File: config.mk
export PLATFORM = sky130hd
export DESIGN_NAME = seatbelt_reminder_controller
export DESIGN_NICKNAME = d
export VERILOG_FILES = /design/src/sbr_pkg.sv /design/src/sbr_step.sv /design/src/seatbelt_reminder_controller.sv
export SDC_FILE = /design/constraint.sdc
export NUM_CORES = 1
export LEC_CHECK = 0
export BUFFER_PORTS_ARGS = -buffer_cell sky130_fd_sc_hd__buf_4
export CELL_PAD_IN_SITES_DETAIL_PLACEMENT = 0
export CELL_PAD_IN_SITES_GLOBAL_PLACEMENT = 1
export CORE_ASPECT_RATIO = 0.7
export CORE_MARGIN = 2
export CORE_UTILIZATION = 44
export DETAILED_ROUTE_END_ITERATION = 8
export PLACE_DENSITY_LB_ADDON = 0.1
export SETUP_SLACK_MARGIN = 0.05
export SYNTH_ARGS = -nofsm -noshare
export SYNTH_HDL_FRONTEND = slang
export SYNTH_HIERARCHICAL = 1
export SYNTH_SLANG_ARGS = --single-unit
File: constraint.sdc
create_clock -name clk_i -period 4.38 [get_ports clk_i]
set_input_delay 0.438 -clock clk_i [delete_from_list [all_inputs] [get_ports clk_i]]
set_output_delay 0.438 -clock clk_i [all_outputs]
set_load 0.005 [all_outputs]
File: src/sbr_pkg.sv
// ----------------------------------------------------------------------------
// sbr_pkg
// shared types, codes and reset values for the seatbelt reminder controller
// ----------------------------------------------------------------------------
package sbr_pkg;

  localparam int unsigned SpeedW = 8;
  localparam int unsigned TimerW = 16;

  // largest speed report that is taken into account
  localparam logic [SpeedW-1:0] MaxValidSpeed = 8'd239;
  localparam logic [TimerW-1:0] TimerMax      = 16'hFFFF;

  // configuration reset values
  localparam logic [SpeedW-1:0] LowSpeedRst       = 8'd10;
  localparam logic [TimerW-1:0] SpeedDurationRst  = 16'd10;
  localparam logic [TimerW-1:0] BuzzerDelayRst    = 16'd10;
  localparam logic [TimerW-1:0] UnbuckleLimitRst  = 16'd30;
  localparam logic [TimerW-1:0] BuzzerTimeoutRst  = 16'd60;

  // event codes
  typedef enum logic [1:0] {
    FUNC_TICK    = 2'd0,
    FUNC_SPEED   = 2'd1,
    FUNC_BELT    = 2'd2,
    FUNC_RESTART = 2'd3
  } func_e;

  // configuration register indexes
  typedef enum logic [2:0] {
    CFG_LOW_SPEED      = 3'd0,
    CFG_SPEED_DURATION = 3'd1,
    CFG_BUZZER_DELAY   = 3'd2,
    CFG_UNBUCKLE_LIMIT = 3'd3,
    CFG_BUZZER_TIMEOUT = 3'd4
  } cfg_idx_e;

  typedef enum logic [1:0] {
    CMD_NONE = 2'd0,
    CMD_ON   = 2'd1,
    CMD_OFF  = 2'd2
  } cmd_e;

  typedef enum logic [1:0] {
    MSG_NONE = 2'd0,
    MSG_OFF  = 2'd1,
    MSG_ON   = 2'd2
  } msg_e;

  // controller mode, one-hot
  typedef enum logic [4:0] {
    MODE_IDLE     = 5'b00001,
    MODE_ARMED    = 5'b00010,
    MODE_BUZZING  = 5'b00100,
    MODE_REPORTED = 5'b01000,
    MODE_QUIET    = 5'b10000
  } mode_e;

  // external mode codes
  localparam logic [2:0] ModeCodeIdle     = 3'd0;
  localparam logic [2:0] ModeCodeArmed    = 3'd1;
  localparam logic [2:0] ModeCodeBuzzing  = 3'd2;
  localparam logic [2:0] ModeCodeReported = 3'd3;
  localparam logic [2:0] ModeCodeQuiet    = 3'd4;

  typedef struct packed {
    logic [SpeedW-1:0] low_speed;
    logic [TimerW-1:0] speed_duration;
    logic [TimerW-1:0] buzzer_delay;
    logic [TimerW-1:0] unbuckle_limit;
    logic [TimerW-1:0] buzzer_timeout;
  } cfg_t;

  typedef struct packed {
    func_e             func;
    logic [SpeedW-1:0] road_speed;
    logic              belt_buckled;
    logic              sensor_buckled;
  } item_t;

  typedef struct packed {
    mode_e             mode;
    logic [TimerW-1:0] speed_timer;
    logic [TimerW-1:0] belt_timer;
  } state_t;

  typedef struct packed {
    cmd_e              buzzer_cmd;
    logic [TimerW-1:0] buzz_seconds;
    msg_e              message;
    logic [2:0]        mode;
  } result_t;

  function automatic logic [2:0] mode_code(mode_e m);
    logic [2:0] code;
    case (m)
      MODE_ARMED:    code = ModeCodeArmed;
      MODE_BUZZING:  code = ModeCodeBuzzing;
      MODE_REPORTED: code = ModeCodeReported;
      MODE_QUIET:    code = ModeCodeQuiet;
      default:       code = ModeCodeIdle;
    endcase
    return code;
  endfunction

  function automatic logic [TimerW-1:0] sat_inc(logic [TimerW-1:0] v);
    return (v == TimerMax) ? TimerMax : v + TimerW'(1);
  endfunction

endpackage

File: src/sbr_step.sv
// ----------------------------------------------------------------------------
// sbr_step
// next-state and result logic for one event word
// ----------------------------------------------------------------------------
module sbr_step (
  input  sbr_pkg::item_t   item_i,
  input  sbr_pkg::state_t  state_i,
  input  sbr_pkg::cfg_t    cfg_i,
  output sbr_pkg::state_t  state_o,
  output sbr_pkg::result_t result_o
);
  import sbr_pkg::*;

  mode_e             mode;
  state_t            nx;
  cmd_e              cmd;
  msg_e              msg;
  logic [TimerW-1:0] st_inc;
  logic [TimerW-1:0] bt_inc;
  logic              restart_speed;

  // anything outside the five modes behaves as idle
  always_comb begin
    case (state_i.mode)
      MODE_ARMED, MODE_BUZZING, MODE_REPORTED, MODE_QUIET: mode = state_i.mode;
      default:                                             mode = MODE_IDLE;
    endcase
  end

  assign st_inc = sat_inc(state_i.speed_timer);
  assign bt_inc = sat_inc(state_i.belt_timer);

  always_comb begin
    nx            = state_i;
    nx.mode       = mode;
    cmd           = CMD_NONE;
    msg           = MSG_NONE;
    restart_speed = 1'b0;

    case (item_i.func)
      FUNC_TICK: begin
        nx.speed_timer = st_inc;
        if (st_inc >= cfg_i.speed_duration) begin
          nx.speed_timer = '0;
          nx.belt_timer  = '0;
          case (mode)
            MODE_ARMED:    nx.mode = MODE_IDLE;
            MODE_BUZZING: begin
              cmd     = CMD_OFF;
              nx.mode = MODE_IDLE;
            end
            MODE_REPORTED: begin
              cmd     = CMD_OFF;
              nx.mode = MODE_QUIET;
            end
            MODE_QUIET: begin
              cmd     = CMD_ON;
              nx.mode = MODE_REPORTED;
            end
            default:       nx.mode = MODE_ARMED;
          endcase
        end else if (mode == MODE_ARMED) begin
          nx.belt_timer = bt_inc;
          if (bt_inc >= cfg_i.buzzer_delay) begin
            if (!item_i.sensor_buckled) begin
              cmd            = CMD_ON;
              nx.mode        = MODE_BUZZING;
              nx.speed_timer = '0;
            end
            nx.belt_timer = '0;
          end
        end else if (mode == MODE_BUZZING) begin
          nx.belt_timer = bt_inc;
          if (bt_inc >= cfg_i.unbuckle_limit) begin
            msg            = MSG_OFF;
            nx.mode        = MODE_REPORTED;
            nx.speed_timer = '0;
            nx.belt_timer  = '0;
          end
        end
      end
      FUNC_SPEED: begin
        if (item_i.road_speed <= MaxValidSpeed) begin
          if (mode == MODE_IDLE || mode == MODE_QUIET) begin
            restart_speed = item_i.road_speed < cfg_i.low_speed;
          end else begin
            restart_speed = item_i.road_speed > cfg_i.low_speed;
          end
        end
        if (restart_speed) begin
          nx.speed_timer = '0;
        end
      end
      FUNC_BELT: begin
        if (item_i.belt_buckled) begin
          case (mode)
            MODE_ARMED:    nx.belt_timer = '0;
            MODE_BUZZING: begin
              cmd            = CMD_OFF;
              nx.mode        = MODE_ARMED;
              nx.speed_timer = '0;
              nx.belt_timer  = '0;
            end
            MODE_REPORTED: begin
              cmd            = CMD_OFF;
              msg            = MSG_ON;
              nx.mode        = MODE_ARMED;
              nx.speed_timer = '0;
              nx.belt_timer  = '0;
            end
            MODE_QUIET: begin
              msg            = MSG_ON;
              nx.mode        = MODE_IDLE;
              nx.speed_timer = '0;
              nx.belt_timer  = '0;
            end
            default: ;
          endcase
        end
      end
      default: begin
        if (mode == MODE_BUZZING || mode == MODE_REPORTED || mode == MODE_QUIET) begin
          if (mode != MODE_QUIET) begin
            cmd = CMD_OFF;
          end
          nx.mode        = MODE_IDLE;
          nx.speed_timer = '0;
          nx.belt_timer  = '0;
        end
      end
    endcase
  end

  assign state_o               = nx;
  assign result_o.buzzer_cmd   = cmd;
  assign result_o.buzz_seconds = (cmd == CMD_ON) ? cfg_i.buzzer_timeout : '0;
  assign result_o.message      = msg;
  assign result_o.mode         = mode_code(nx.mode);

endmodule

File: src/seatbelt_reminder_controller.sv
// ----------------------------------------------------------------------------
// seatbelt_reminder_controller
// seatbelt reminder: mode tracking, buzzer commands and belt messages
// ----------------------------------------------------------------------------
//
//  channel  | handshake                | payload
//  ---------+--------------------------+-----------------------------------------
//  in       | in_valid_i / in_stall_o  | func_i, road_speed_i, belt_buckled_i,
//           |                          | sensor_buckled_i
//  out      | out_valid_o / out_stall_i| buzzer_cmd_o, buzz_seconds_o, message_o,
//           |                          | mode_o
//  cfg      | cfg_valid_i / cfg_ready_o| cfg_index_i, cfg_data_i
//
//  every event word yields one result word, through the input register and
//  then the result register; one word per cycle sustained while out_stall_i
//  is low: input register, one pass of step logic, result register; mode
//  and timers update as a word moves into the result register
//  reset clears mode and both timers and loads the register defaults
//  out_stall_i holds the result register; the input register then fills and
//  in_stall_o rises only while a word waits there behind a held result
//  config writes are always ready and are registered
//
module seatbelt_reminder_controller (
  input  logic        clk_i,
  input  logic        rst_ni,
  // event input
  input  logic        in_valid_i,
  output logic        in_stall_o,
  input  logic [1:0]  func_i,
  input  logic [7:0]  road_speed_i,
  input  logic        belt_buckled_i,
  input  logic        sensor_buckled_i,
  // result output
  output logic        out_valid_o,
  input  logic        out_stall_i,
  output logic [1:0]  buzzer_cmd_o,
  output logic [15:0] buzz_seconds_o,
  output logic [1:0]  message_o,
  output logic [2:0]  mode_o,
  // configuration writes
  input  logic        cfg_valid_i,
  output logic        cfg_ready_o,
  input  logic [2:0]  cfg_index_i,
  input  logic [15:0] cfg_data_i
);
  import sbr_pkg::*;

  // configuration registers
  cfg_t    cfg_q, cfg_d;

  // controller state: mode and the two second counters
  state_t  state_q, state_d;

  // input stage
  logic    in_valid_q, in_valid_d;
  item_t   in_q, in_d;

  // result stage
  logic    out_valid_q, out_valid_d;
  result_t res_q, res_d;

  logic    out_free;
  logic    advance;
  logic    in_accept;

  // ---- handshake ----------------------------------------------------------
  // result register can take a word when empty or being drained this cycle
  assign out_free   = !out_valid_q || !out_stall_i;
  assign advance    = in_valid_q && out_free;
  assign in_stall_o = in_valid_q && !out_free;
  assign in_accept  = in_valid_i && !in_stall_o;

  always_comb begin
    in_valid_d = in_valid_q;
    in_d       = in_q;
    if (in_accept) begin
      in_valid_d        = 1'b1;
      in_d.func         = func_e'(func_i);
      in_d.road_speed   = road_speed_i;
      in_d.belt_buckled = belt_buckled_i;
      in_d.sensor_buckled = sensor_buckled_i;
    end else if (advance) begin
      in_valid_d = 1'b0;
    end
  end

  // ---- step logic ---------------------------------------------------------
  state_t  step_state;
  result_t step_res;

  sbr_step u_step (
    .item_i   (in_q),
    .state_i  (state_q),
    .cfg_i    (cfg_q),
    .state_o  (step_state),
    .result_o (step_res)
  );

  // state commits only when the word moves into the result register
  assign state_d = advance ? step_state : state_q;

  always_comb begin
    out_valid_d = out_valid_q;
    res_d       = res_q;
    if (advance) begin
      out_valid_d = 1'b1;
      res_d       = step_res;
    end else if (out_valid_q && !out_stall_i) begin
      out_valid_d = 1'b0;
    end
  end

  // ---- configuration ------------------------------------------------------
  assign cfg_ready_o = 1'b1;

  always_comb begin
    cfg_d = cfg_q;
    if (cfg_valid_i && cfg_ready_o) begin
      unique case (cfg_index_i)
        CFG_LOW_SPEED:      cfg_d.low_speed      = cfg_data_i[SpeedW-1:0];
        CFG_SPEED_DURATION: cfg_d.speed_duration = cfg_data_i;
        CFG_BUZZER_DELAY:   cfg_d.buzzer_delay   = cfg_data_i;
        CFG_UNBUCKLE_LIMIT: cfg_d.unbuckle_limit = cfg_data_i;
        CFG_BUZZER_TIMEOUT: cfg_d.buzzer_timeout = cfg_data_i;
        default: ;  // unknown index, write dropped
      endcase
    end
  end

  // ---- registers ----------------------------------------------------------
  always_ff @(posedge clk_i or negedge rst_ni) begin
    if (!rst_ni) begin
      in_valid_q           <= 1'b0;
      out_valid_q          <= 1'b0;
      state_q.mode         <= MODE_IDLE;
      state_q.speed_timer  <= '0;
      state_q.belt_timer   <= '0;
      cfg_q.low_speed      <= LowSpeedRst;
      cfg_q.speed_duration <= SpeedDurationRst;
      cfg_q.buzzer_delay   <= BuzzerDelayRst;
      cfg_q.unbuckle_limit <= UnbuckleLimitRst;
      cfg_q.buzzer_timeout <= BuzzerTimeoutRst;
    end else begin
      in_valid_q  <= in_valid_d;
      out_valid_q <= out_valid_d;
      state_q     <= state_d;
      cfg_q       <= cfg_d;
    end
  end

  // payload registers, no reset
  always_ff @(posedge clk_i) begin
    in_q  <= in_d;
    res_q <= res_d;
  end

  // ---- outputs ------------------------------------------------------------
  assign out_valid_o    = out_valid_q;
  assign buzzer_cmd_o   = res_q.buzzer_cmd;
  assign buzz_seconds_o = res_q.buzz_seconds;
  assign message_o      = res_q.message;
  assign mode_o         = res_q.mode;

  // ---- assertions ---------------------------------------------------------
`ifndef SYNTHESIS
  // the belt counter only runs while armed or buzzing
  a_belt_timer_idle: assert property (@(posedge clk_i) disable iff (!rst_ni)
    !(state_q.mode == MODE_ARMED || state_q.mode == MODE_BUZZING)
      |-> state_q.belt_timer == '0)
    else $error("belt timer running outside armed/buzzing");

  // a buzz duration goes out only with a buzz-on command
  a_buzz_seconds: assert property (@(posedge clk_i) disable iff (!rst_ni)
    out_valid_o && buzzer_cmd_o != CMD_ON |-> buzz_seconds_o == '0)
    else $error("buzz duration without buzz-on");

  // the belt-off message is only sent on entering reported
  a_msg_off_mode: assert property (@(posedge clk_i) disable iff (!rst_ni)
    out_valid_o && message_o == MSG_OFF |-> mode_o == ModeCodeReported)
    else $error("belt-off message outside reported");

  // state only moves when a word moves into the result register
  a_state_hold: assert property (@(posedge clk_i) disable iff (!rst_ni)
    !advance |=> $stable(state_q))
    else $error("state changed without a word");
`endif

endmodule
* After elaboration in Yosys (flattened, before gate mapping)
Index checks and enable logic that the tools add are counted.
Operators by class: multipliers 0, equality and inequality tests 28, add/subtract/negate cells 2, bitwise logic cells 1, shift-type cells 0, muxes and demuxes 43, $lt $le $gt $ge 6, div/mod/pow operators 0, reduce and logical (&&, ||, !) cells 30
Operators by type and width (count):
- 2-to-1 mux 37 bit | 7
- one-hot mux 16 bit (3 select lines) | 2
- 2-to-1 mux 16 bit | 4
- greater-or-equal comparator 16 bit | 3
- one-hot mux 21 bit (2 select lines) | 1
- adder 16 x 1 -> 16 bit (second input constant) | 2
- == test 16 bit (second input constant) | 2
- one-hot mux 5 bit (3 select lines) | 2
- 2-to-1 mux 2 bit | 11
- 2-to-1 mux 21 bit | 1
- == test 5 x 2 -> 1 bit (second input constant) | 3
- == test 5 x 3 -> 1 bit (second input constant) | 3
- == test 5 x 4 -> 1 bit (second input constant) | 3
- == test 5 bit (second input constant) | 3
- one-hot mux 3 bit (4 select lines) | 1
- 2-to-1 mux 1 bit | 10
- AND reduction 2 bit | 5
- greater-than comparator 8 bit | 1
- less-or-equal comparator 8 bit (second input constant) | 1
- < comparator 8 bit | 1
- one-hot mux 2 bit (2 select lines) | 2
- OR reduction 4 bit | 2
- == test 3 x 2 -> 1 bit (second input constant) | 2
- != test 2 bit (second input constant) | 3
- 22 further kinds | 35
Storage, ports and cells: bits in registers 146, bits in latches 0, ROM bits 0, memories kept 0, RAM bits 0, output and inout port bits 26, input port bits 36, word-level logic and storage cells 128

* Logic depth before layout (Yosys ltp)
word-level depth 10, mapped depth 17, depth with buffers taken out 16

* Modules after synthesis
Netlist, hierarchy kept.
By module, submodules not included:
- seatbelt_reminder_controller | instances 1, area an instance 5362.6 um^2, seq. area each 3847.4 um^2, cells an instance 279
- sbr_step | instances 1, area an instance 3090.5 um^2, seq. area each 0.0 um^2, cells an instance 462

* Worst setup path before layout
OpenSTA, ideal clock, no wires.
kind flip-flop to flip-flop, start point reg state_q[16] (netlist name), end point reg state_q[15] (netlist name), clock period less this slack 3783 ps, library setup time 125 ps, stages on the path, launching flop included 17, data required time 4255 ps, setup slack 597 ps, arrival time 3658 ps, path buffers 3, cell sequence dfrtp_1 -> ha_1 -> nand4_1 -> nor2_1 -> and3_1 -> nand3_1 -> clkbuf_1 -> nand2_1 -> ha_1 -> nand4_1 -> a2111oi_0 -> a211o_1 -> buf_6 -> o31ai_2 -> buf_2 -> a22o_1 -> mux2_2
RTL lines:
- from (decl) | RTL line seatbelt_reminder_controller.sv:52 | state_t state_q, state_d;
- from (signal assigned) | RTL line seatbelt_reminder_controller.sv:146 | state_q <= state_d;

==> results.cfg <==
[logic_synthesis]
syn_nets = 835
synth.yosys.warnings = 6
async_flop_share = 0.760
synth_top_area_share = 0.284
synthCells = 741
synth.distinct_cells = 69
synth_top_area_cell = dfrtp_1
syn_area_mm2 = 0.00845
synth_edf_count = 35
synth-seq-cells = 146
synth.yosys.seq_area_share = 0.455
synthTopCellsByArea = dfrtp_1 28%, edfxtp_1 12%, mux2_2 11%
syn_area_per_cell_um2 = 11.4
synthFlopType = dfrtp_1

[worst_setup_path]
rr_worst_depth = 18
crit_chain = ha_1 -> nand4_1 -> nor2_2 -> and3_1 -> nand3_1 -> buf_4 -> nand2_1 -> ha_1 -> nand4_1 -> a2111oi_1 -> buf_4 -> a2111oi_2 -> buf_4 -> nand2_2 -> nor2_4 -> buf_12 -> a221o_1 -> mux2_2
critPathCaptureType = flop
start_kind = flop
cp_common_cell = buf_4
arrival_ps = 4500
critPathMaxFanout = 15
crit_slowest_cell = a2111oi_1
cpPeakStageDelay_ps = 530
worst_ep_required_time_ps = 4690
crit_type = reg2reg

[power_and_ir_drop]
p_leak_nw = 4.65
intPower_mw = 2.72
p_seq_frac = 0.445
comb_power_share = 0.175
clock_power_share = 0.380
vdd_drop_max_mv = 0.241
powerDensity_mw_per_mm2 = 392
swShare = 0.297
power_switching_mw = 1.15

[final_layout]
insertedDiodeCount = 0
drive_gt1_frac = 0.302
layout_common_cells = 96 x dfrtp_1, 81 x mux2_2, 80 x buf_4
fin_nets = 908
layout_commonest_cell = dfrtp_1
multiInputGateArea_mm2 = 0.00425
syn_to_final_growth_pct = 16.7
stdcell_count = 1069
n_fill_cell = 1638
regArea_mm2 = 0.00385

[grt]
grt_pass1_wl_um = 32900
grt_pass1_vias = 5934
gr-total-overflow = 0
grt_antenna_before_repair = 0
grt_max_degree = 61
grt_usage = 0.211

[place]
port_buffers = 60
hpwl_um = 14700
place.gp.congestion = 0.824
placed_cells = 1033

[job]
cap_viol_max_count = 0

[timing]
clock.fmax_mhz = 239
slew_violations = 0
rsz0062_at_grt = no
worst_slew_margin_rel = 0.187
finalCritPeriodShare = 0.955
setup_viol_count_final = 0
tns_ps = 0
skew_ps = 15.0
tightest_slew_ps = 1210
finalHoldViolations = 0
fin_crit_ps = 4180

[drt]
viasPerCell = 5.58
drc = 0
drt_wl_total_um = 20200
first_iter_violations = 435
wl_per_cell_um = 18.9
ant_nets = 0
first_pass_iters = 7
vias = 5966

[floorplan]
core_mm2 = 0.0189
initial_core_util = 0.448
design.portCount = 62
num_rows = 42
die_x_um = 170
die_y_um = 120
design.die.area_mm2 = 0.0204

[cts]
cts_num_sinks = 146
htree_levels = 4
worstSkewPairLatency_ps = 430
clk_path_buf_depth = 2
cts-buffers-inserted = 17
cts_hold_buf = 0
cts.clk_slew.worst_paths_ps = 70
cts_root_buf = clkbuf_16
cts_tree = built

[status]
outcome = finished clean

[min_path]
min_path_type = in2async
## power groups by stage
stage | clock, mW | combinational, mW | sequential [mW]
after floorplan | 0 | 0.470 | 1.70
after detailed placement | 0 | 0.671 | 1.74
after global routing | 1.58 | 0.761 | 1.75
after CTS | 1.51 | 0.678 | 1.72
after global placement | 0 | 0.647 | 1.73
final | 1.47 | 0.677 | 1.72
## cell usage after synthesis, drive strengths merged, types with 3 or more instances
library cell and instances:
clkbuf 8, nand3 22, ha 58, o31ai 4
dfrtp 96, nor4 3, o21a 3, o21ai 23
nor2b 6, mux2 110, nand2b 12, inv 60
a21oi 29, nor2 26, o211ai 7, and4 4
xor2 12, xnor2 8, nand4 18, or3 5
nor3 8, dfstp 15, and3 6, edfxtp 35
a22o 26, a21o 7, buf 19, and2 20
a211oi 3, a31oi 3, a211o 4, nand2 48
## flip-flops by register name, indices dropped and copies added, names as in the netlist
name            flops
buzzer_cmd_o        2
out_valid_o         1
cfg_q              72
in_valid_q          1
buzz_seconds_o     16
state_q            37
mode_o              3
in_q               12
message_o           2
## path summary, 6_finish.rpt
path	start	end	slack, ps
setup / recovery	state_q[16]	state_q[25]	200
hold / removal	rst_ni	cfg_q[9]	30
setup reg to reg	state_q[16]	state_q[25]	200
hold reg to reg	cfg_q[62]	cfg_q[62]	490
max in group asynchronous	rst_ni	state_q[32]	3340
min in group clk_i	road_speed_i[4]	in_q[6]	180
## final cells by class
cell class,instances,share of cell area
clock buffers,17,0.0431
clock inverters,15,0.0192
inverters,60,0.0228
multi-input cells,508,0.431
flip-flops and latches,146,0.390
well taps,242,0.0307
repair buffers,81,0.0629
## critical path: cells and delay by family (launching register included)
| family | cells | cell delay, ps |
|---|---|---|
| flops | 1 | 440 |
| fa+ha+maj | 2 | 430 |
| mux | 1 | 270 |
| simple gates | 8 | 1280 |
| buf+inv | 4 | 750 |
| compound gates | 3 | 880 |
## what timing repair did
action | 4_1_cts | 5_1_grt
resized for setup | 0 | 8
buffers inserted | 0 | 4
setup endpoints to repair | 0 | 50
## per-layer routing
metal / track usage / part of all wire / up-vias
met2: 0.304 / 0.43 / 163
met4: 0.0598 / 0.012 / 0
met3: 0.0475 / 0.057 / 17
met1: 0.318 / 0.50 / 2945
met5: 0 / 0 / -
li1: - / - / 2841
## cells by family (layout without fill, tap and decap cells)
logic type,Yosys count,in the layout,synth area share
XOR/XNOR,20,20,0.0207
other,1,1,0.000444
adder cells (fa/ha/maj),58,58,0.0859
AND/OR/NAND/NOR,185,185,0.119
flip-flops,146,146,0.455
AO/OA/AOI/OAI,132,132,0.113
multiplexers,112,112,0.158
buffers and inverters,87,173,0.0481
## stage by stage
step	utilization	cell area (um2)	worst slack (ps)	hold WS [ps]	total power, mW
floorplan	-	8450	597	142	2.17
global placement	0.487	9180	206	464	2.38
detailed placement	0.487	9180	89.6	478	2.41
CTS	0.519	9790	65.1	49.5	3.91
global route	0.523	9860	26.6	76.2	4.09
finish	0.523	9860	197	27.6	3.86
Power figures use the tool's default switching activity.
